File: src/sv/blz_pkg.sv
// Shared constants, types and command format for the backward LZ decompressor.
// No dependencies; used by every module of the block.
`default_nettype none

package blz_pkg;

	localparam int WINDOW_DEPTH    = 8192;
	localparam int WIN_AW          = $clog2(WINDOW_DEPTH);
	localparam int CNT_W           = $clog2(WINDOW_DEPTH + 1);
	localparam int QDEPTH          = 4;
	localparam int Q_AW            = $clog2(QDEPTH);
	localparam int Q_CW            = $clog2(QDEPTH + 1);
	localparam int LEN_BIAS        = 3;
	localparam int DIST_BIAS       = 3;
	localparam int TOKENS_PER_FLAG = 8;

	typedef logic [WIN_AW-1:0] win_addr_t;
	typedef logic [WIN_AW:0]   win_ext_t;
	typedef logic [CNT_W-1:0]  cnt_t;
	typedef logic [12:0]       dist_t;
	typedef logic [4:0]        rem_t;
	typedef logic [Q_AW-1:0]   q_addr_t;
	typedef logic [Q_CW-1:0]   q_cnt_t;

	typedef enum logic [2:0] {
		PH_FLAG  = 3'b001,
		PH_TOKEN = 3'b010,
		PH_REFLO = 3'b100
	} phase_t;

	typedef enum logic [1:0] {
		CMD_LIT = 2'd0,
		CMD_REF = 2'd1,
		CMD_CLR = 2'd2
	} cmd_kind_t;

	typedef struct packed {
		cmd_kind_t   kind;
		logic [7:0]  data;
		logic [3:0]  len_code;
		logic [11:0] dist_code;
		logic        fin;
	} cmd_t;

endpackage

`default_nettype wire

File: src/sv/blz_queue.sv
// Small command queue between front end and copy engine.
// Depends on blz_pkg.
`default_nettype none

module blz_queue (
	input  wire logic          clk,
	input  wire logic          arst_n,
	input  wire logic          wr_valid,
	output logic               wr_ready,
	input  wire blz_pkg::cmd_t wr_cmd,
	output logic               rd_valid,
	input  wire logic          rd_ready,
	output blz_pkg::cmd_t      rd_cmd
);

	blz_pkg::cmd_t   mem_q [blz_pkg::QDEPTH];
	blz_pkg::q_addr_t wr_ptr_q;
	blz_pkg::q_addr_t rd_ptr_q;
	blz_pkg::q_cnt_t  cnt_q;
	logic             do_wr;
	logic             do_rd;

	assign wr_ready = cnt_q != blz_pkg::q_cnt_t'(blz_pkg::QDEPTH);
	assign rd_valid = cnt_q != '0;
	assign rd_cmd   = mem_q[rd_ptr_q];
	assign do_wr    = wr_valid && wr_ready;
	assign do_rd    = rd_valid && rd_ready;

	function automatic blz_pkg::q_addr_t ptr_inc(input blz_pkg::q_addr_t p);
		ptr_inc = (p == blz_pkg::q_addr_t'(blz_pkg::QDEPTH - 1)) ? '0
			: p + blz_pkg::q_addr_t'(1);
	endfunction

	always_ff @(posedge clk) begin
		if (do_wr) begin
			mem_q[wr_ptr_q] <= wr_cmd;
		end
	end

	always_ff @(posedge clk or negedge arst_n) begin
		if (!arst_n) begin
			wr_ptr_q <= '0;
			rd_ptr_q <= '0;
			cnt_q    <= '0;
		end else begin
			if (do_wr) begin
				wr_ptr_q <= ptr_inc(wr_ptr_q);
			end
			if (do_rd) begin
				rd_ptr_q <= ptr_inc(rd_ptr_q);
			end
			if (do_wr && !do_rd) begin
				cnt_q <= cnt_q + blz_pkg::q_cnt_t'(1);
			end else if (do_rd && !do_wr) begin
				cnt_q <= cnt_q - blz_pkg::q_cnt_t'(1);
			end
		end
	end

`ifndef SYNTH
	a_no_overflow: assert property (@(posedge clk) disable iff (!arst_n)
		cnt_q <= blz_pkg::q_cnt_t'(blz_pkg::QDEPTH))
		else $error("queue count beyond depth");
	a_empty_no_read: assert property (@(posedge clk) disable iff (!arst_n)
		cnt_q == '0 |-> !do_rd)
		else $error("read from empty queue");
	a_count_tracks: assert property (@(posedge clk) disable iff (!arst_n)
		do_wr && !do_rd |=> cnt_q == $past(cnt_q) + blz_pkg::q_cnt_t'(1))
		else $error("queue count not tracking writes");
`endif

endmodule

`default_nettype wire

File: config.mk
export PLATFORM = sky130hd
export DESIGN_NAME = blz_queue
export DESIGN_NICKNAME = d
export VERILOG_FILES = /design/src/sv/blz_pkg.sv /design/src/sv/blz_queue.sv
export SDC_FILE = /design/constraint.sdc
export NUM_CORES = 1
export LEC_CHECK = 0
export ABC_AREA = 1
export BUFFER_PORTS_ARGS = -buffer_cell sky130_fd_sc_hd__buf_2
export CAP_MARGIN = 20
export CORE_MARGIN = 5
export CORE_UTILIZATION = 62
export CTS_CLUSTER_SIZE = 25
export DETAILED_ROUTE_END_ITERATION = 16
export GPL_TIMING_DRIVEN = 0
export PLACE_DENSITY = 0.85
export SYNTH_ARGS = -nofsm -noshare
export SYNTH_HDL_FRONTEND = slang
export SYNTH_SLANG_ARGS = --single-unit
File: constraint.sdc
create_clock -name clk -period 6.6 [get_ports clk]
set_input_delay 1.32 -clock clk [delete_from_list [all_inputs] [get_ports clk]]
set_output_delay 1.32 -clock clk [all_outputs]
set_load 0.02 [all_outputs]
# After elaboration in Yosys (flattened, before gate mapping)
# Memory sizes are Yosys's and may differ from the RTL's.
# Index checks and enable logic that the tools add are counted.
[word_totals]
reg_bits = 7
out_inout_bits = 29
memories = 1
inputBits = 31
ram_bits = 108
wordCells = 25
[memory_table]
columns = ["name", "depth", "width", "rd", "rd_clocked_by_memory_dff", "write_ports", "line_no", "source"]
rows = [
  ["mem_q", 4, 27, 1, 0, 1, "blz_queue.sv:16", "blz_pkg::cmd_t mem_q [blz_pkg::QDEPTH];"],
]
[classes]
eq_ne = 3
reduce_logical = 8
add_sub_neg = 4
n_mux = 6
[ops]
columns = ["operator", "n"]
rows = [
  ["3-bit two-way mux", 2],
  ["2-bit by 1-bit adder with 2-bit output (second input constant)", 2],
  ["2-bit equality test (second input constant)", 2],
  ["1-bit logical AND", 4],
  ["2-bit two-way mux", 2],
  ["3-bit by 1-bit adder with 3-bit output (second input constant)", 1],
  ["3-bit inequality test (second input constant)", 1],
  ["3-bit nonzero test", 1],
  ["3-bit by 1-bit subtractor with 3-bit output (second input constant)", 1],
  ["1-bit zero test", 2],
  ["1-bit two-way mux", 2],
  ["2-bit nonzero test", 1],
]

# Depth between registers and ports, before layout
# Gate-level depths: netlist (run 1).
[logic_depth]
depth_word = 6
ltp_mapped = 12
depth_no_buf = 12

# Least setup slack after synthesis (run 1)
# OpenSTA, ideal clock, no wires.
[synth_path]
kind = "input to register"
from = "in wr_valid"
to = "mem mem_q[0][0] (netlist bit), enable pin"
required_ns = 6.189
path_buffers = 0
setup_time_ns = 0.411
t_arrival_ns = 2.626
stages = 2
slack_ns = 3.563
path_cell_list = "nand2_1 -> nor2_1"
[synth_via]
elab_chain_cells = 3
[synth_rtl]
columns = ["item", "line_no", "source"]
rows = [
  ["from (decl)", "blz_queue.sv:8", "input wire logic wr_valid,"],
  ["1-bit logical AND", "blz_queue.sv:26", "assign do_wr = wr_valid && wr_ready;"],
  ["1-bit two-way mux", "blz_queue.sv:35", "if (do_wr) begin"],
  ["1-bit two-way mux (implied by the code)", "blz_queue.sv:36", "mem_q[wr_ptr_q] <= wr_cmd;"],
  ["to (decl)", "blz_queue.sv:16", ""],
]
# No other way between the ends.

==> run_results.csv, run 1 <==
group,metric,value,unit
final_layout,final_common_cell,"edfxtp_1",
critical_path,cp_common_cell,"buf_6",
power_and_ir_drop,vdd_drop_max,0.301,mV
final_layout,final_cells,567,
sta,slew_viol_final,0,
sta,setup_ws,3.47,ns
floorplanning,ioPinCount,60,
sta,worst-slew-pin-transition,0.906,ns
routing,vias,3152,
routing,drt-vias-per-instance,5.56,
routing,wire_per_inst,18.2,µm
routing,drc_errors,0,
critical_path,worst-endpoint-required,5.28,ns
power_and_ir_drop,power_density,510,nW/µm²
yosys,netlist_area,4770,µm²
yosys,synth_cell_type_count,16,
clocking,cts_root_buffer,"clkbuf_8",
global_routing,antenna_found_initial,1,
run,max_cap_viol_count,0,
floorplanning,die_h,97.7,µm
yosys,ys_ff_latch,115,
final_layout,fill_cells,452,
place,dpl.hpwl,6.05,mm
clocking,cts_resized,0,
sta,finalSetupViolCount,0,
sta,worst_hold_slack,0.523,ns
yosys,synthCells,373,
critical_path,path_delay_family,"buffers and inverters",
final_layout,syn_to_final_growth,21.9,%
global_routing,grt_pass1_wl,16.4,mm
clocking,worstSkewPairLatency,0.51,ns
critical_path,slowest_stage,"dfrtp_1",
place,preCtsSetupSlack,3.67,ns
sta,fin_tns_setup,0,ns
sta,hold_viol,0,
critical_path,critPathMaxFanout,10,
place,numPortBuffers,59,
sta,relSlewSlack,0.395,
routing,drt_iter0_drc,140,
sta,fin_crit_sh,0.475,
yosys,synthTopCellsByArea,"edfxtp_1 68%, o211ai_1 8.5%, nand2_1 7.5%, inv_1 5.3%, dfrtp_1 3.7%",
place,routabilityCongestion,0.736,
yosys,synth_top_area_cell,"edfxtp_1",
floorplanning,initial_core_util,0.627,
clocking,cts_setup_buffers,0,
yosys,avgSynthCellArea,12.8,µm²
final_layout,layout_common_cells,"108 x edfxtp_1, 96 x nand2_1, 67 x inv_1",
final_layout,layout-drive-gt1-share,0.233,
yosys,syn-num-nets,411,
routing,ant_nets,0,
clocking,cts.sinks,115,
clocking,ctsHoldBuffers,0,
clocking,ctsLongestPathBuffers,2,
floorplanning,die_w,97.7,µm
min_path,hp-class,"flip-flop to flip-flop",
clocking,cts_tree,"yes",
floorplanning,fp.dieArea,9550,µm²
routing,wl,10.3,mm
critical_path,start_kind,"flip-flop",
global_routing,grt_max_degree,28,
power_and_ir_drop,leakage,2.41,nW
critical_path,cp_slowest_stage_delay,0.42,ns
clocking,clk_pin_slew,0.05,ns
critical_path,cp_cell_sequence,"buf_6 > buf_6 > o211ai_1 > nand2_1 > buf_2",
sta,timing.fmax,319,MHz
global_routing,grt_use_total,0.228,
sta,rsz0062_at_grt,"false",
global_routing,grt_overflow,0,
critical_path,end_kind,"output port",
status,status,"finished clean",
yosys,synth_top_area_frac,0.679,
routing,firstDrtPassIters,5,
critical_path,crit_type,"flip-flop to output port",
sta,period_needed,3.13,ns
critical_path,worst_ep_arrival_time,1.81,ns
clocking,h-tree-depth,4,
floorplanning,coreArea,7610,µm²
critical_path,worstPathBufferInverterCount,3,
clocking,cts_made_buffers,17,
sta,skew,0.00549,ns
final_layout,finish.utilization,0.765,
floorplanning,num_rows,32,
yosys,yosysSeqAreaShare,0.716,
global_routing,grt_pass1_vias,3215,
final_layout,nNetsFinal,489,
yosys,yosysWarnings,0,
place,dp_cells,534,
## state kept, by name, indices dropped and copies added, names as in the netlist
signal	count
cnt_q	3
wr_ptr_q	2
rd_ptr_q	2
mem_q	108
## per-stage QoR
stage	power [mW]	instance area, µm²
floorplan	1.72	4770
global placement	2.01	5200
detailed placement	2.06	5230
CTS	2.98	5810
global route	3.11	5820
finish	2.97	5820
## metal layers
metal	track usage	vias to the layer above	wire length, µm
met2	0.401	167	5480
met4	0.116	0	333
met3	0.0586	29	796
li1	-	1445	-
met1	0.255	1511	3720
met5	0	-	0
## final timing paths
kind | slack [ns] | depth (start not counted) | endpoint | from
min in group asynchronous | 0.63 | 1 | cnt_q[2]$_DFFE_PN0P_ | arst_n
max in group asynchronous | 5.81 | 1 | cnt_q[1]$_DFFE_PN0P_ | arst_n
min reg2reg | 0.52 | 2 | cnt_q[2]$_DFFE_PN0P_ | cnt_q[2]$_DFFE_PN0P_
max | 3.47 | 5 | rd_cmd[5] | rd_ptr_q[0]$_DFFE_PN0P_
max reg2reg | 4.46 | 9 | cnt_q[1]$_DFFE_PN0P_ | cnt_q[0]$_DFFE_PN0P_
min | 0.52 | 2 | cnt_q[2]$_DFFE_PN0P_ | cnt_q[2]$_DFFE_PN0P_
## worst reg2reg max path: cells and delay by family (launching register included)
kind,cells,cell delay (ns)
buffers and inverters,3,0.28
DFF,1,0.42
adders and majority gates,2,0.64
AOI/OAI and AO/OA,1,0.07
and+or+nand+nor,3,0.61
## power by group
part | internal (mW) | switching (mW) | total (mW) | leakage [nW]
Clock | 0.606 | 0.302 | 0.908 | 0.284
Combinational | 0.342 | 0.697 | 1.04 | 1.06
Sequential | 0.966 | 0.0547 | 1.02 | 1.07
## synthesized netlist by cell type
master and number:
buf_2 3, o21ai_0 1, o211ai_1 54, buf_6 11, dfrtp_1 7, nand4_1 1, buf_4 3, edfxtp_1 108
inv_2 1, ha_1 6, nor2_1 6, nand2_1 96, nand3_1 7, fa_1 1, inv_1 67, xnor2_1 1
## kinds of logic (layout without fill, tap and decap cells)
family,count (synthesis),in the layout,share of synthesized area
buf+inv,85,176,0.0873
other cells,0,1,0
fa+ha+maj,7,7,0.0199
flops,115,115,0.716
xor+xnor,1,1,0.00184
simple gates,110,110,0.0889
compound gates,55,55,0.0860
## cell type report
| type | instances | area, µm² | area share |
|---|---|---|---|
| Multi-Input combinational cell | 173 | 968 | 0.166 |
| Antenna cell | 1 | 2.50 | 0.000430 |
| Inverter | 68 | 255 | 0.0439 |
| Sequential cell | 115 | 3420 | 0.588 |
| Buffer | 17 | 161 | 0.0277 |
| Timing Repair Buffer | 59 | 295 | 0.0508 |
| Tap cell | 102 | 128 | 0.0219 |
| Clock inverter | 12 | 163 | 0.0280 |
| Clock buffer | 20 | 425 | 0.0731 |
No activity file was read; power rests on OpenSTA's default activity.
==> run 2: changes to the inputs <==
Settings changed: CORE_UTILIZATION 62 to 57, PLACE_DENSITY 0.85 to 0.79.
Clock period 6.6 ns to 3.11 ns, I/O delays scaled along.
==> run_results.csv, run 2 (synthesis gave the netlist of run 1 again) <==
group,metric,value,unit
status,status,"finished clean",
critical_path,worst-endpoint-required,2.49,ns
sta,period_needed,2.40,ns
clocking,cts_root_buffer,"clkbuf_8",
critical_path,reg2reg_depth,9,
sta,finalSetupViolCount,0,
place,routabilityCongestion,0.752,
clocking,cts_setup_buffers,0,
global_routing,antenna_found_initial,1,
min_path,hp-start,"wr_cmd[24]",
routing,wire_per_inst,18.2,µm
final_layout,final_common_cell,"edfxtp_1",
min_path,min_to,"mem_q[1][24]$_DFFE_PP_",
power_and_ir_drop,switching_share,0.358,
clocking,cts_tree,"yes",
global_routing,grt_use_total,0.217,
global_routing,grt_pass1_wl,16.2,mm
clocking,cts.sinks,115,
power_and_ir_drop,leakage,2.43,nW
floorplanning,coreArea,8180,µm²
floorplanning,num_rows,33,
final_layout,antennaDiodeCount,0,
place,preCtsSetupSlack,0.896,ns
critical_path,cp_slowest_stage_delay,0.41,ns
final_layout,syn_to_final_growth,22.1,%
power_and_ir_drop,comb_power_share,0.352,
sta,rsz0062_at_grt,"false",
power_and_ir_drop,power_density,1090,nW/µm²
place,dpl.hpwl,5.87,mm
critical_path,slowest_stage,"dfrtp_1",
sta,hold_viol,0,
critical_path,cp_common_cell,"buf_2",
final_layout,seq_area,3420,µm²
sta,skew,0.00821,ns
min_path,hp-class,"primary input to flip-flop",
critical_path,r2r-start,"cnt_q[0]$_DFFE_PN0P_",
critical_path,crit_type,"flip-flop to output port",
clocking,ctsLongestPathBuffers,2,
critical_path,cp_cell_sequence,"inv_2 > buf_2 > o211ai_1 > nand2_1 > buf_2",
critical_path,path_delay_family,"buffers and inverters",
floorplanning,die_h,102,µm
final_layout,nNetsFinal,490,
final_layout,largestRegisters,"mem_q (108), cnt_q (3)",
global_routing,grt_overflow,0,
critical_path,r2r_slack,0.90,ns
final_layout,fill_cells,528,
floorplanning,fp.dieArea,10300,µm²
place,dp_cells,537,
routing,drc_errors,0,
run,max_cap_viol_count,0,
sta,timing.fmax,417,MHz
global_routing,grt_max_degree,28,
routing,drt_iter0_drc,227,
power_and_ir_drop,intPower,4.06,mW
floorplanning,ioPinCount,60,
sta,relSlewSlack,0.380,
power_and_ir_drop,p_total,6.32,mW
min_path,whs_path_depth,1,
global_routing,grt_pass1_vias,3209,
routing,drt-vias-per-instance,5.37,
place,numPortBuffers,59,
routing,vias,3062,
critical_path,worstPathBufferInverterCount,3,
final_layout,regMostFlops,"mem_q",
final_layout,multi_input_area,968,µm²
critical_path,end_kind,"output port",
floorplanning,initial_core_util,0.584,
clocking,clk_pin_slew,0.05,ns
sta,worst-slew-pin-transition,0.927,ns
power_and_ir_drop,power_frac_seq,0.342,
clocking,cts_resized,0,
floorplanning,die_w,102,µm
routing,firstDrtPassIters,5,
sta,fin_tns_setup,0,ns
sta,fin_crit_sh,0.771,
power_and_ir_drop,vdd_drop_max,0.645,mV
power_and_ir_drop,p_clk_frac,0.306,
sta,slew_viol_final,0,
critical_path,reg2reg_to,"cnt_q[1]$_DFFE_PN0P_",
critical_path,start_kind,"flip-flop",
final_layout,layout-drive-gt1-share,0.232,
final_layout,layout_common_cells,"108 x edfxtp_1, 96 x nand2_1, 67 x inv_1",
routing,wl,10.4,mm
clocking,h-tree-depth,4,
final_layout,largest_reg_flops,108,
routing,ant_nets,0,
critical_path,worst_ep_arrival_time,1.77,ns
sta,setup_ws,0.713,ns
final_layout,final_cells,570,
clocking,cts_made_buffers,17,
critical_path,critPathMaxFanout,10,
power_and_ir_drop,p_sw,2.26,mW
clocking,worstSkewPairLatency,0.51,ns
-- run 2: cell count changes in the layout (fill, tap and decap cells not counted), sizes merged --
cell and change:
dlygate4sd3 +1, clkinvlp -2, clkinv +3, diode -1, clkbuf -1
-- run 2: metrics by stage --
stage               hold slack, ns  area (µm²)  utilization
floorplan                    0.326        4770            -
global placement             0.461        5200        0.636
detailed placement           0.465        5230        0.640
CTS                          0.311        5830        0.713
global route                 0.306        5830        0.713
finish                       0.325        5830        0.713
-- run 2: cell type report --
cell class                      count  share of cell area
Buffer                             17              0.0277
Clock buffer                       19              0.0724
Clock inverter                     13              0.0283
Inverter                           68              0.0438
Multi-Input combinational cell    173               0.166
Sequential cell                   115               0.587
Tap cell                          105              0.0225
Timing Repair Buffer               60              0.0524
-- run 2: repair_timing --
| item | in CTS | in global routing |
|---|---|---|
| setup endpoints to repair | 0 | 0 |
| endpoints found under the hold margin | 7 | 0 |
| hold buffers | 1 | 0 |
-- run 2: power by group through the flow --
stage	Sequential, mW	Combinational (mW)	Clock (mW)
floorplan	2.16	1.48	0
CTS	2.16	2.25	1.94
global route	2.18	2.43	2.02
finish	2.16	2.23	1.93
detailed placement	2.18	2.21	0
global placement	2.18	2.11	0
-- run 2: routing by layer --
| metal | routed length, µm | vias to the layer above | track usage |
|---|---|---|---|
| met3 | 784 | 21 | 0.0709 |
| met4 | 194 | 2 | 0.0767 |
| met2 | 5350 | 122 | 0.371 |
| met1 | 4060 | 1480 | 0.259 |
| li1 | - | 1437 | - |
| met5 | 11 | - | 0 |
-- run 2: worst register-to-register path, cell delays in order (launching register included) --
cell and delay [ns]:
dfrtp_1 0.43, inv_1 0.09, nand3_1 0.14, nand2_1 0.39
inv_1 0.11, ha_1 0.24, inv_1 0.10, fa_1 0.42
nand2_1 0.07, o21ai_0 0.10
-- run 2: worst max path at each step --
stage	start	endpoint	slack, ns	cells past startpoint
2_1_floorplan	cnt_q[0]$_DFFE_PN0P_	mem_q[0][0]$_DFFE_PP_	0.62	4
3_3_place_gp	wr_valid	mem_q[2][12]$_DFFE_PP_	-0.17	3
3_5_place_dp	wr_valid	cnt_q[1]$_DFFE_PN0P_	0.90	8
4_1_cts	rd_ptr_q[1]$_DFFE_PN0P_	rd_cmd[1]	0.70	5
5_1_grt	rd_ptr_q[1]$_DFFE_PN0P_	rd_cmd[1]	0.62	5
6_report	rd_ptr_q[1]$_DFFE_PN0P_	rd_cmd[17]	0.71	5
