<file path="config.mk">
export PLATFORM = sky130hd
export DESIGN_NAME = blz_front
export DESIGN_NICKNAME = d
export VERILOG_FILES = /design/src/sv/blz_pkg.sv /design/src/sv/blz_front.sv
export SDC_FILE = /design/constraint.sdc
export NUM_CORES = 1
export LEC_CHECK = 0
export BUFFER_PORTS_ARGS = -buffer_cell sky130_fd_sc_hd__clkbuf_2
export CAP_MARGIN = 10
export CORE_ASPECT_RATIO = 0.9
export CORE_MARGIN = 1
export CORE_UTILIZATION = 44
export DETAILED_ROUTE_END_ITERATION = 7
export GPL_TIMING_DRIVEN = 1
export PLACE_DENSITY_LB_ADDON = 0.12
export SETUP_SLACK_MARGIN = 0.4
export SKIP_CTS_REPAIR_TIMING = 1
export SYNTH_ARGS = -nofsm -noshare
export SYNTH_HDL_FRONTEND = slang
export SYNTH_SLANG_ARGS = --single-unit
</file>
<file path="constraint.sdc">
create_clock -name clk -period 1.3 [get_ports clk]
set_input_delay 0.13 -clock clk [delete_from_list [all_inputs] [get_ports clk]]
set_output_delay 0.13 -clock clk [all_outputs]
set_load 0.005 [all_outputs]
</file>
<file path="src/sv/blz_pkg.sv">
// Shared constants, types and command format for the backward LZ decompressor.
// No dependencies; used by every module of the block.
`default_nettype none

package blz_pkg;

	localparam int WINDOW_DEPTH    = 8192;
	localparam int WIN_AW          = $clog2(WINDOW_DEPTH);
	localparam int CNT_W           = $clog2(WINDOW_DEPTH + 1);
	localparam int QDEPTH          = 4;
	localparam int Q_AW            = $clog2(QDEPTH);
	localparam int Q_CW            = $clog2(QDEPTH + 1);
	localparam int LEN_BIAS        = 3;
	localparam int DIST_BIAS       = 3;
	localparam int TOKENS_PER_FLAG = 8;

	typedef logic [WIN_AW-1:0] win_addr_t;
	typedef logic [WIN_AW:0]   win_ext_t;
	typedef logic [CNT_W-1:0]  cnt_t;
	typedef logic [12:0]       dist_t;
	typedef logic [4:0]        rem_t;
	typedef logic [Q_AW-1:0]   q_addr_t;
	typedef logic [Q_CW-1:0]   q_cnt_t;

	typedef enum logic [2:0] {
		PH_FLAG  = 3'b001,
		PH_TOKEN = 3'b010,
		PH_REFLO = 3'b100
	} phase_t;

	typedef enum logic [1:0] {
		CMD_LIT = 2'd0,
		CMD_REF = 2'd1,
		CMD_CLR = 2'd2
	} cmd_kind_t;

	typedef struct packed {
		cmd_kind_t   kind;
		logic [7:0]  data;
		logic [3:0]  len_code;
		logic [11:0] dist_code;
		logic        fin;
	} cmd_t;

endpackage

`default_nettype wire

</file>
<file path="src/sv/blz_front.sv">
// Front end: parses flag bytes and tokens, issues literal/reference/clear commands.
// Depends on blz_pkg.
`default_nettype none

module blz_front (
	input  wire logic          clk,
	input  wire logic          arst_n,
	input  wire logic          in_valid,
	output logic               in_ready,
	input  wire logic [7:0]    in_byte,
	input  wire logic          in_final,
	output logic               cmd_valid,
	input  wire logic          cmd_ready,
	output blz_pkg::cmd_t      cmd
);

	blz_pkg::phase_t phase_q;
	logic [7:0]      flag_q;
	logic [3:0]      tl_q;
	logic [7:0]      hi_q;
	logic            accept;
	logic [3:0]      tl_next;

	assign in_ready = cmd_ready;
	assign accept   = in_valid && cmd_ready;
	assign tl_next  = (tl_q != 4'd0) ? tl_q - 4'd1 : tl_q;

	always_comb begin
		cmd.kind      = blz_pkg::CMD_CLR;
		cmd.data      = in_byte;
		cmd.len_code  = hi_q[7:4];
		cmd.dist_code = {hi_q[3:0], in_byte};
		cmd.fin       = in_final;
		cmd_valid     = 1'b0;
		case (phase_q)
			blz_pkg::PH_TOKEN: begin
				if (!flag_q[7]) begin
					cmd.kind  = blz_pkg::CMD_LIT;
					cmd_valid = accept;
				end else begin
					cmd_valid = accept && in_final;
				end
			end
			blz_pkg::PH_REFLO: begin
				cmd.kind  = blz_pkg::CMD_REF;
				cmd_valid = accept;
			end
			default: begin
				cmd_valid = accept && in_final;
			end
		endcase
	end

	always_ff @(posedge clk or negedge arst_n) begin
		if (!arst_n) begin
			phase_q <= blz_pkg::PH_FLAG;
			flag_q  <= '0;
			tl_q    <= '0;
			hi_q    <= '0;
		end else if (accept) begin
			if (in_final) begin
				phase_q <= blz_pkg::PH_FLAG;
				flag_q  <= '0;
				tl_q    <= '0;
				hi_q    <= '0;
			end else begin
				case (phase_q)
					blz_pkg::PH_TOKEN: begin
						if (!flag_q[7]) begin
							flag_q  <= {flag_q[6:0], 1'b0};
							tl_q    <= tl_next;
							phase_q <= (tl_next == 4'd0) ? blz_pkg::PH_FLAG : blz_pkg::PH_TOKEN;
						end else begin
							hi_q    <= in_byte;
							phase_q <= blz_pkg::PH_REFLO;
						end
					end
					blz_pkg::PH_REFLO: begin
						flag_q  <= {flag_q[6:0], 1'b0};
						tl_q    <= tl_next;
						phase_q <= (tl_next == 4'd0) ? blz_pkg::PH_FLAG : blz_pkg::PH_TOKEN;
					end
					default: begin
						flag_q  <= in_byte;
						tl_q    <= 4'(blz_pkg::TOKENS_PER_FLAG);
						phase_q <= blz_pkg::PH_TOKEN;
					end
				endcase
			end
		end
	end

endmodule

`default_nettype wire

</file>
### Word-level counts from Yosys, hierarchy flattened

Cells that the tools add are included.

| cells by class | value |
|---|---|
| add/sub/neg operators | 1 |
| multiply operators | 0 |
| div/mod/pow operators | 0 |
| $lt $le $gt $ge | 0 |
| equal/unequal tests | 3 |
| shift-type cells | 0 |
| mux-type cells | 18 |
| bitwise gates (word level) | 0 |
| reductions and logical operators | 8 |

Operator list:

| cell | number |
|---|---|
| 2-to-1 mux 8 bit | 5 |
| one-hot mux 8 bit (2 select lines) | 1 |
| 2-to-1 mux 4 bit | 3 |
| one-hot mux 4 bit (2 select lines) | 1 |
| 2-to-1 mux 3 bit | 2 |
| one-hot mux 3 bit (2 select lines) | 1 |
| logical NOT 4 bit | 1 |
| 2-to-1 mux 2 bit | 2 |
| one-hot mux 2 bit (2 select lines) | 1 |
| nonzero test 2 bit | 2 |
| nonzero test 4 bit | 1 |
| subtractor 4 x 1 -> 4 bit (second input constant) | 1 |
| equality test 3 x 2 -> 1 bit (second input constant) | 1 |
| equality test 3 bit (second input constant) | 1 |
| != test 3 bit (second input constant) | 1 |
| AND reduction 3 bit | 1 |
| logical AND 1 bit | 2 |
| one-hot mux 1 bit (2 select lines) | 1 |
| AND reduction 2 bit | 1 |
| 2-to-1 mux 1 bit | 1 |

| storage, ports and cells | value |
|---|---|
| flip-flop bits (word level) | 23 |
| bits in latches | 0 |
| bits in writable memories | 0 |
| ROM bits | 0 |
| input port bits | 13 |
| word-level logic and storage cells | 35 |
| memories | 0 |

### Longest topological paths before layout

Gate-level depths: netlist of run 1.

| depth | value |
|---|---|
| word-level depth | 7 |
| mapped depth | 6 |

### Least setup slack after synthesis of run 1

Ideal clock, no wire load.

| timing path | value |
|---|---|
| path type | register to register |
| from | register phase_q[2] |
| to | register tl_q[2] |
| data arrival time | 1298 ps |
| data required time | 1178 ps |
| path slack | -119 ps |
| cell stages (with the launch flop) | 6 |
| path buffers | 1 |
| path through | dfrtp_1 > nor2b_1 > o2111a_1 > buf_6 > a21o_1 > a32o_1 |

| on the way | value |
|---|---|
| longest elaborated chain between the ends | 3 |
| elaborated cells on any way between the ends | 6 |
| classes of those cells | eq/ne (3); mux (2); reduce/logical (1) |

RTL lines:

| what | line | RTL |
|---|---|---|
| start, declared | blz_front.sv:17 | `blz_pkg::phase_t phase_q;` |
| start signal, assigned | blz_front.sv:56 | `phase_q <= blz_pkg::PH_FLAG;` |
| start signal, assigned | blz_front.sv:62 | `phase_q <= blz_pkg::PH_FLAG;` |
| start signal, assigned | blz_front.sv:72 | `phase_q <= (tl_next == 4'd0) ? blz_pkg::PH_FLAG : blz_pkg::PH_TOKEN;` |
| equality test 3 bit / equality test 3 x 2 -> 1 bit (equally long branches) | blz_front.sv:67 | `case (phase_q)` |
| one-hot mux 4 bit (2 select lines) / != test 3 bit (equally long branches) | n/a |  |
| 2-to-1 mux 4 bit / AND reduction 2 bit (equally long branches) | n/a |  |
| end signal, assigned | blz_front.sv:71 | `tl_q <= tl_next;` |
| end signal, assigned | blz_front.sv:80 | `tl_q <= tl_next;` |
| end signal, assigned | blz_front.sv:85 | `tl_q <= 4'(blz_pkg::TOKENS_PER_FLAG);` |
| end, declared | blz_front.sv:19 | `logic [3:0] tl_q;` |

Parallel ways exist; a longest one is shown, timed or not.
A chain may end at the register's enable or synchronous reset.

### Worst setup path after layout of run 1

| timing path | value |
|---|---|
| from | register phase_q[1] |
| to | output port cmd_valid |

| on the way | value |
|---|---|
| longest elaborated chain between the ends | 2 |
| elaborated cells on any way between the ends | 3 |
| classes of those cells | eq/ne (2); mux (1) |

RTL lines:

| what | line | RTL |
|---|---|---|
| equality test 3 bit / equality test 3 x 2 -> 1 bit (equally long branches) | blz_front.sv:35 | `case (phase_q)` |
| one-hot mux 1 bit (2 select lines) * | blz_front.sv:35 |  |
| end, declared | blz_front.sv:12 | `output logic cmd_valid,` |

Every way passes the cells marked *; elsewhere a longest branch is shown, timed or not.

==> Implementation_results.wiki, run 1 <==
{| class="wikitable"
! Metric !! Value
|-
| Combined area of the multi-input logic cells || between 600 and 700 um2
|-
| Top flip-flop cell by instance count after synthesis || sky130_fd_sc_hd__dfrtp_1
|-
| Number of global-route vias before repair || a little under 1,000
|-
| Clock net sink count || 23
|-
| Total via count after detailed routing || about 1,100
|-
| Filler instances || roughly 210
|-
| Area Overhead vs Synth || 43.69%
|-
| Netlist Area Pre-Place || between 0.001 and 0.0015 mm2
|-
| Maximum number of pins on one net before global-route repair || 24
|-
| Fraction of final layout cells sized beyond drive strength 1 || ~65%
|-
| Transition at the pin with the smallest max-transition slack || around 0.59 ns
|-
| Global placement routability congestion || approximately 0.86
|-
| Critical path data required time || between 1 and 1.5 ns
|-
| Most common cell after layout, fill and taps aside || sky130_fd_sc_hd__clkbuf_2
|-
| Net count, final || 187
|-
| Sum of routed wire segments on met1 || 1437 um
|-
| Tot GR Track Use || between 20% and 30%
|-
| Number of buffers between clock root and the deepest sink || 2
|-
| Clock root buffer || sky130_fd_sc_hd__clkbuf_4
|-
| Number of design rule violations left after detail routing || 3
|-
| Data arrival time of the critical path || about 1.4 ns
|-
| Synthesized area per cell || 10.24 um2
|-
| Number of antenna violations at the first check in global routing || 0
|-
| First-pass DRT Iterations || 6
|-
| Skew-Pair Late Insertion Delay || between 0.3 and 0.4 ns
|-
| Final worst slack || -0.2478 ns
|-
| Initial DRC Count || 48
|-
| Ys async rst share || 100.0%
|-
| Max Cap Viol || 0
|-
| Num ports || 42
|-
| Drt via density || roughly 5.4
|-
| Power per cell area || a little under 1000 mW/mm2
|-
| Post-synth EDFFs || 0
|-
| Clock skew after layout || roughly 0.0067 ns
|-
| Core area || 0.002552 mm2
|-
| Flop-to-flop setup slack || -0.25 ns
|-
| Storage element area || between 500 and 600 um2
|-
| Number of routed nets with antenna violations || 0
|-
| DP Wirelength || just over 2000 um
|-
| Overall die area || 0.003008 mm2
|-
| Nature of the critical path startpoint || flip-flop
|-
| RSZ-0062 raised after global routing || yes
|-
| Violated checks || design-rule violations, negative setup slack
|-
| HP Class || in2reg
|-
| X dimension of the die || 57.70 um
|-
| CP max FO || 3
|-
| Max-slew violations || 0
|-
| Post-synth net total || between 100 and 150
|-
| Inserted Clock Buffers || 3
|-
| Sequential element share of the synthesized area || approximately 47%
|-
| Number of antenna cells inserted || 0
|-
| Most numerous cell on the critical path || sky130_fd_sc_hd__buf_6
|-
| Final Total Pwr || 1.720 mW
|-
| Setup Viol. Count Final || 25
|-
| Clock tree from TritonCTS || yes
|-
| Achievable Freq || approximately 0.65 GHz
|-
| Top layer reached by signal wires || met4
|-
| Minimum period implied by the final worst setup slack || roughly 1.5 ns
|-
| Final Hold Viols || 0
|-
| Ys Warns || 0
|-
| Worst slew margin || roughly three fifths
|-
| Category of the worst setup path capture point || output port
|-
| Global route overflow || 0
|-
| Most frequent cells in the layout || 36 x sky130_fd_sc_hd__clkbuf_2, 21 x sky130_fd_sc_hd__buf_4, 19 x sky130_fd_sc_hd__dfrtp_1, 11 x sky130_fd_sc_hd__a22o_1, 8 x sky130_fd_sc_hd__nand2_1
|-
| Clk slew on worst S/H paths || roughly 0.14 ns
|-
| First-pass GRT wire length || approximately 4500 um
|-
| Number of buffers inserted by port buffering || 41
|-
| WL final || 3209 um
|-
| P_leak || slightly above 0.9 nW
|-
| Die H || approximately 52 um
|-
| Maximum cell stage delay along the critical path || roughly 0.44 ns
|-
| Slowest CP cell || sky130_fd_sc_hd__dfrtp_1
|-
| Detailed route wirelength on metal2 || approximately 1600 um
|-
| Library cells used by synthesis || 32
|-
| FP Rows || 17
|-
| Kind of critical path || reg2out
|-
| Detailed-routed wire length on met3 || 135 um
|-
| Run status || finished, violations left
|-
| Effective utilization at floorplan || 48.14%
|-
| Final worst-path cycle share || 119.1%
|-
| Worst slack at placement || -0.1502 ns
|-
| Cell Chain, Critical Path || buf_6, nor2b_4, buf_6, o21ai_4, a21oi_2, buf_2
|-
| Gate Count Post-Synth || 120
|-
| #FFs+latches synth || 23
|-
| H-Tree Level Count || 1
|-
| Max IR drop VDD || 0.4162 mV
|-
| Wire length per cell || between 15 and 20 um
|}
## state kept, by name (all words and copies together) (netlist names)
register,flops
flag_q,8
phase_q,3
hi_q,8
tl_q,4
## routing by layer
layer / up-vias / GRT usage [%]
li1: 524 / -
met1: 526 / 28.66
met2: 28 / 31.59
met3: 2 / 2.985
met4: 0 / 5.952
met5: - / 0
## critical path, delay by kind of cell (launching register included)
family | cells | cell delay, ns
AOI/OAI and AO/OA | 2 | 0.17
buffers and inverters | 3 | 0.38
DFF | 1 | 0.44
and+or+nand+nor | 1 | 0.12
## stage by stage
step	TNS, ns	hold WS [ns]	cells	area (um2)	util [%]
after global placement	-1.702	0.1551	184	1494	58.53
after floorplan	-0.3277	-0.1656	120	1299	-
after CTS	-3.742	-0.2040	188	1521	59.61
after global routing	-5.105	0.08048	200	1765	69.17
after detailed placement	-2.229	0.1547	184	1494	58.53
final	-3.700	0.07391	200	1765	69.17
## final cells by class
type                            count  share of cell area (%)
Clock inverter                      1                  0.2835
Tap cell                           28                   1.984
Timing Repair Buffer               67                   24.03
Clock buffer                        3                   1.276
Inverter                            5                   1.063
Sequential cell                    23                   32.88
Multi-Input combinational cell     73                   38.48
## Yosys cell counts (2+ instances only)
| master | n | area share [%] |
|---|---|---|
| sky130_fd_sc_hd__o21ai_1 | 3 | 1.2 |
| sky130_fd_sc_hd__a22o_1 | 11 | 7.8 |
| sky130_fd_sc_hd__nor2b_1 | 3 | 1.5 |
| sky130_fd_sc_hd__a21o_1 | 4 | 2.4 |
| sky130_fd_sc_hd__inv_1 | 5 | 1.5 |
| sky130_fd_sc_hd__xnor2_1 | 2 | 1.4 |
| sky130_fd_sc_hd__and2_1 | 2 | 1.0 |
| sky130_fd_sc_hd__dfrtp_1 | 22 | 45 |
| sky130_fd_sc_hd__nand2_1 | 14 | 4.3 |
| sky130_fd_sc_hd__nor2_1 | 7 | 2.1 |
| sky130_fd_sc_hd__a21oi_1 | 2 | 0.81 |
| sky130_fd_sc_hd__a22oi_1 | 6 | 3.7 |
| sky130_fd_sc_hd__nor3_1 | 3 | 1.2 |
| sky130_fd_sc_hd__buf_4 | 18 | 11 |
## path summary, 6_finish.rpt
kind,depth (start not counted),end,start
max in group asynchronous,2,phase_q[2],arst_n
worst min-delay path,2,flag_q[0],in_byte[0]
worst min register to register,1,hi_q[1],hi_q[1]
min in group asynchronous,2,hi_q[1],arst_n
worst max-delay path,6,cmd_valid,phase_q[1]
worst max register to register,5,tl_q[1],phase_q[1]
## cells by family (layout without fill, tap and decap cells)
logic type / count (synthesis) / in the layout / share of synthesized area (%)
compound gates: 35 / 35 / 22.61
xor+xnor: 2 / 2 / 1.426
fa+ha+maj: 1 / 1 / 1.018
buf+inv: 25 / 76 / 13.85
flops: 23 / 23 / 46.95
mux: 1 / 1 / 0.8147
simple gates: 33 / 34 / 13.34
## power breakdown
| group | internal (mW) | switching (mW) |
|---|---|---|
| logic | 0.272 | 0.244 |
| registers | 0.784 | 0.0747 |
| clock network | 0.115 | 0.231 |
| total | 1.17 | 0.549 |
No activity file was read; power rests on OpenSTA's default activity.
==> run 2, diff against run 1 <==
- GPL_TIMING_DRIVEN: 1 -> 0
- RECOVER_POWER: unset -> 100
==> run 2 against run 1 <==
The flow still finishes with violations (design-rule violations, negative setup slack). Worst setup slack better by 0.043 ns. Final cell count up 8.5%. Die area unchanged. Sequential cell count unchanged. First-iteration DRC count down 42%. Total power down 0.17%.
==> Implementation_results.wiki, run 2 (synthesis gave the netlist of run 1 again) <==
{| class="wikitable"
! Metric !! Value
|-
| Number of routed nets with antenna violations || 0
|-
| Number of buffers inserted by port buffering || between 40 and 50
|-
| Fraction of final layout cells sized beyond drive strength 1 || a little under three fifths
|-
| Net count, final || ~200
|-
| Flop-to-flop setup slack || -0.21 ns
|-
| Maximum number of pins on one net before global-route repair || 24
|-
| Hold path startpoint || in_byte[0]
|-
| Effective utilization at floorplan || about half
|-
| Global route overflow || 0
|-
| H-Tree Level Count || 1
|-
| Total via count after detailed routing || about 1,100
|-
| Critical path data required time || approximately 1.6 ns
|-
| Clock share of power || a little under a fifth
|-
| Number of buffers between clock root and the deepest sink || 2
|-
| Worst slack at placement || -0.2565 ns
|-
| Registers with the most flip-flops || flag_q (8), hi_q (8), tl_q (4)
|-
| Transition at the pin with the smallest max-transition slack || approximately 0.58 ns
|-
| Clock tree from TritonCTS || yes
|-
| FP Rows || 17
|-
| FF-to-FF End || tl_q[0]
|-
| Max Cap Viol || 0
|-
| Number of cell instances on the worst register-to-register path || 5
|-
| Final worst slack || -0.2053 ns
|-
| Cell Chain, Critical Path || buf_4, nand4bb_4, o21ai_4, a21o_1, a22o_1
|-
| Global placement routability congestion || slightly above 0.8
|-
| Number of antenna violations at the first check in global routing || 0
|-
| First-pass DRT Iterations || 7
|-
| Clock root buffer || sky130_fd_sc_hd__clkbuf_4
|-
| Skew-Pair Late Insertion Delay || ~0.31 ns
|-
| Data arrival time of the critical path || 1.76 ns
|-
| First-pass GRT wire length || about 4400 um
|-
| Number of design rule violations left after detail routing || 3
|-
| Fraction of power spent switching nets || between 30% and 40%
|-
| Core area || between 0.002 and 0.003 mm2
|-
| Number of antenna cells inserted || 0
|-
| Die H || approximately 52 um
|-
| Most common cell after layout, fill and taps aside || sky130_fd_sc_hd__clkbuf_2
|-
| Hold path depth || 2
|-
| Inserted Clock Buffers || 3
|-
| Category of the worst setup path capture point || flip-flop
|-
| Drt via density || just over 5
|-
| Nature of the critical path startpoint || flip-flop
|-
| Power per cell area || ~900 mW/mm2
|-
| Minimum period implied by the final worst setup slack || 1.505 ns
|-
| Worst slew margin || about three fifths
|-
| Fraction of power consumed by sequential logic || slightly below 50%
|-
| Num ports || 42
|-
| Setup Viol. Count Final || 24
|-
| Clock net sink count || 23
|-
| Start of the worst register-to-register path || phase_q[2]
|-
| Kind of critical path || reg2reg
|-
| HP Class || in2reg
|-
| Area Overhead vs Synth || 52.95%
|-
| Wire length per cell || ~14 um
|-
| Clock skew after layout || 0.008466 ns
|-
| Slowest CP cell || sky130_fd_sc_hd__dfrtp_2
|-
| Tot GR Track Use || around a fifth
|-
| Filler instances || 186
|-
| Clk slew on worst S/H paths || 0.13 ns
|-
| X dimension of the die || around 58 um
|-
| Overall die area || 0.003008 mm2
|-
| Maximum cell stage delay along the critical path || between 0.4 and 0.5 ns
|-
| P_leak || 0.9575 nW
|-
| Max IR drop VDD || 0.8253 mV
|-
| Worst-case hold path end point || hi_q[0]
|-
| CP max FO || 5
|-
| Achievable Freq || around 0.66 GHz
|-
| Final sum of negative setup slack || -2.970 ns
|-
| Violated checks || design-rule violations, negative setup slack
|-
| DP Wirelength || 2139 um
|-
| RSZ-0062 raised after global routing || yes
|-
| Internal power of the cells || between 1 and 1.5 mW
|-
| Max-slew violations || 0
|-
| Total net switching power || roughly 520 uW
|-
| Final worst-path cycle share || 115.8%
|-
| WL final || ~3100 um
|-
| Run status || finished, violations left
|-
| Final Hold Viols || 0
|-
| Initial DRC Count || 28
|-
| Power share of the combinational group || approximately 31%
|-
| Most frequent cells in the layout || 27 x sky130_fd_sc_hd__clkbuf_2, 26 x sky130_fd_sc_hd__buf_4, 18 x sky130_fd_sc_hd__dfrtp_1, 14 x sky130_fd_sc_hd__nand2_1, 13 x sky130_fd_sc_hd__clkbuf_1
|-
| Number of global-route vias before repair || 894
|}
## run 2: per-layer routing
layer	vias up	global-route usage (%)	share of wire, %
met5	-	0	0
met4	0	4.762	0
met3	0	4.478	4.0
met2	25	33.91	52
met1	538	26.50	44
li1	558	-	-
## run 2: critical path, delay by kind of cell (launching register included)
family / cells / cell delay [ns]
AO/OA/AOI/OAI: 3 / 0.57
buffers and inverters: 1 / 0.15
AND/OR/NAND/NOR: 1 / 0.25
flip-flops: 1 / 0.47
## run 2: final cells by class
class / instances / area (um2) / share of cell area [%]
plain buffers: 20 / 157.7 / 8.389
clock buffers: 4 / 26.28 / 1.398
inverters: 5 / 18.77 / 0.9987
multi-input cells: 73 / 663.1 / 35.29
flip-flops and latches: 23 / 581.8 / 30.96
well taps: 28 / 35.03 / 1.864
repair buffers: 64 / 396.6 / 21.11
## run 2: power by group through the flow
stage | combinational (mW) | clock, mW | sequential, mW
finish | 0.537 | 0.328 | 0.852
floorplan | 0.240 | 0 | 0.847
global placement | 0.358 | 0 | 0.856
CTS | 0.370 | 0.340 | 0.848
global route | 0.587 | 0.377 | 0.862
detailed placement | 0.368 | 0 | 0.863
## run 2: worst max-delay path by stage
stage	start	to	slack, ns	depth (start not counted)
final	phase_q[2]	tl_q[0]	-0.21	5
after global routing	flag_q[7]	cmd_valid	-0.28	4
after CTS	phase_q[2]	cmd_valid	-0.33	4
after detailed placement	phase_q[2]	tl_q[1]	-0.26	4
after global placement	phase_q[2]	tl_q[1]	-0.21	4
after floorplan	phase_q[1]	tl_q[2]	-0.11	5
## run 2: per-stage QoR
| stage | cell area [um2] | hold WS, ns | total power [mW] | std cells | utilization (%) |
|---|---|---|---|---|---|
| floorplan | 1299 | -0.1656 | 1.086 | 120 | - |
| global route | 1879 | 0.1685 | 1.826 | 217 | 73.63 |
| detailed placement | 1539 | 0.1545 | 1.231 | 189 | 60.29 |
| global placement | 1539 | 0.1510 | 1.214 | 189 | 60.29 |
| finish | 1879 | 0.1574 | 1.717 | 217 | 73.63 |
| CTS | 1565 | -0.1924 | 1.558 | 193 | 61.32 |
==> run 3, diff against run 2 <==
- CORE_ASPECT_RATIO: 0.9 -> unset
==> run 3 against run 2 <==
The flow finishes with violations (negative setup slack). Die area about the same. First-iteration DRC count is 32% lower. Count of clock-buffer cells in the layout fell by 1. Final cell count decreased by 0.92%. Critical path type is now reg2out. Via count down 1.9%.
==> Implementation_results.wiki, run 3 (synthesis gave the netlist of run 1 again) <==
{| class="wikitable"
! Metric !! Value
|-
| Num ports || 42
|-
| Maximum number of pins on one net before global-route repair || 24
|-
| Tot GR Track Use || between 20% and 30%
|-
| Transition at the pin with the smallest max-transition slack || 0.5623 ns
|-
| Final Hold Viols || 0
|-
| DP Wirelength || 2070 um
|-
| HP Class || in2reg
|-
| Skew-Pair Late Insertion Delay || approximately 0.31 ns
|-
| Cell Chain, Critical Path || nor3b_4, o21ai_2, a21oi_1, buf_2
|-
| Max IR drop VDD || ~0.75 mV
|-
| Initial DRC Count || 19
|-
| Global route overflow || 0
|-
| Max-slew violations || 0
|-
| Number of buffers inserted by port buffering || just over 40
|-
| Most frequent cells in the layout || 25 x sky130_fd_sc_hd__buf_4, 22 x sky130_fd_sc_hd__clkbuf_2, 17 x sky130_fd_sc_hd__dfrtp_1, 17 x sky130_fd_sc_hd__clkbuf_1, 14 x sky130_fd_sc_hd__nand2_1
|-
| Data arrival time of the critical path || around 1.4 ns
|-
| Number of antenna cells inserted || 0
|-
| Violated checks || negative setup slack
|-
| FP Rows || 18
|-
| Clk slew on worst S/H paths || 0.13 ns
|-
| Global placement routability congestion || 0.8321
|-
| X dimension of the die || 54.85 um
|-
| Post-detailed-placement cell area || approximately 0.0015 mm2
|-
| Core area || between 0.002 and 0.003 mm2
|-
| Filler instances || slightly above 200
|-
| Max Cap Viol || 0
|-
| Final Total Pwr || roughly 1.7 mW
|-
| Number of buffers between clock root and the deepest sink || 2
|-
| Setup Viol. Count Final || 24
|-
| RSZ-0062 raised after global routing || yes
|-
| Total via count after detailed routing || 1,100
|-
| Final sum of negative setup slack || -3.153 ns
|-
| Minimum period implied by the final worst setup slack || roughly 1.5 ns
|-
| CP max FO || 4
|-
| Power per cell area || between 900 and 1000 mW/mm2
|-
| Final Cell Area || between 0.0015 and 0.002 mm2
|-
| H-Tree Level Count || 1
|-
| Drt via density || 5.116
|-
| Worst slew margin || between 60% and 70%
|-
| Number of global-route vias before repair || 936
|-
| Final worst-path cycle share || 116.8%
|-
| First-pass DRT Iterations || 4
|-
| Clock skew after layout || between 0.008 and 0.009 ns
|-
| Die H || 54.85 um
|-
| Registers with the most flip-flops || flag_q (8), hi_q (8), tl_q (4)
|-
| Achievable Freq || 0.6585 GHz
|-
| Critical path data required time || roughly 1.2 ns
|-
| Nature of the critical path startpoint || flip-flop
|-
| Overall die area || between 0.003 and 0.004 mm2
|-
| Clock tree from TritonCTS || yes
|-
| Wire length per cell || 13.68 um
|-
| Area Overhead vs Synth || 49.08%
|-
| P_leak || between 0.8 and 0.9 nW
|-
| Number of design rule violations left after detail routing || 0
|-
| Maximum cell stage delay along the critical path || approximately 0.47 ns
|-
| Most common cell after layout, fill and taps aside || sky130_fd_sc_hd__buf_4
|-
| Clock net sink count || 23
|-
| Fraction of final layout cells sized beyond drive strength 1 || roughly 55%
|-
| Number of routed nets with antenna violations || 0
|-
| Effective utilization at floorplan || 47.86%
|-
| Inserted Clock Buffers || 3
|-
| Slowest CP cell || sky130_fd_sc_hd__dfrtp_2
|-
| Net count, final || 200
|-
| Run status || finished, violations left
|-
| First-pass GRT wire length || around 4200 um
|-
| Kind of critical path || reg2out
|-
| Category of the worst setup path capture point || output port
|-
| Clock root buffer || sky130_fd_sc_hd__clkbuf_4
|-
| Number of antenna violations at the first check in global routing || 0
|-
| WL final || between 2000 and 3000 um
|-
| Final worst slack || -0.2187 ns
|}
## run 3: cell count changes in the layout (fill, tap and decap cells not counted), moves of 2 or more
cell and delta:
sky130_fd_sc_hd__nor3_2 -2, sky130_fd_sc_hd__clkbuf_1 +4, sky130_fd_sc_hd__clkbuf_2 -5, sky130_fd_sc_hd__buf_6 -2
## run 3: final timing paths
path,to,cells past startpoint,slack (ns),from
min in group asynchronous,phase_q[1],2,0.32,arst_n
max,cmd_valid,4,-0.22,phase_q[1]
max in group asynchronous,tl_q[1],2,0.56,arst_n
min,hi_q[0],2,0.15,in_byte[0]
max reg2reg,tl_q[2],5,-0.18,phase_q[1]
min reg2reg,flag_q[6],2,0.50,flag_q[5]
## run 3: layout make-up
type	count	area (um2)	area share, %
multi-input combinational	72	646.9	35.31
sequential	23	583.1	31.83
timing repair buffer	61	360.3	19.67
buffer	20	157.7	8.607
tap	30	37.54	2.049
clock buffer	3	22.52	1.230
inverter	5	18.77	1.025
clock inverter	1	5.005	0.2732
## run 3: power breakdown
group | switching, mW | internal [mW]
clock network | 0.213 | 0.115
registers | 0.0756 | 0.786
logic | 0.227 | 0.276
## run 3: worst max-delay path, delay by kind of cell (launching register included)
family | cells | cell delay (ns)
AO/OA/AOI/OAI | 2 | 0.30
buffers and inverters | 1 | 0.13
flip-flops | 1 | 0.47
AND/OR/NAND/NOR | 1 | 0.17
## run 3: through the flow
stage          util [%]  instances  hold WS [ns]  worst slack [ns]
6_report          71.35        215        0.1532           -0.2187
5_1_grt           71.35        215        0.1558           -0.2664
4_1_cts           61.11        195       -0.1976           -0.3240
3_5_place_dp      60.04        191        0.1523           -0.2543
3_3_place_gp      60.04        191        0.1468           -0.2040
2_1_floorplan         -        120       -0.1656           -0.1121
## run 3: per-layer routing
layer  track usage [%]  up-vias  wire, um
met4             6.838        0        15
li1                  -      545         -
met2             32.33       24      1514
met1             27.15      529      1316
met3             3.889        2        96
met5                 0        -         0
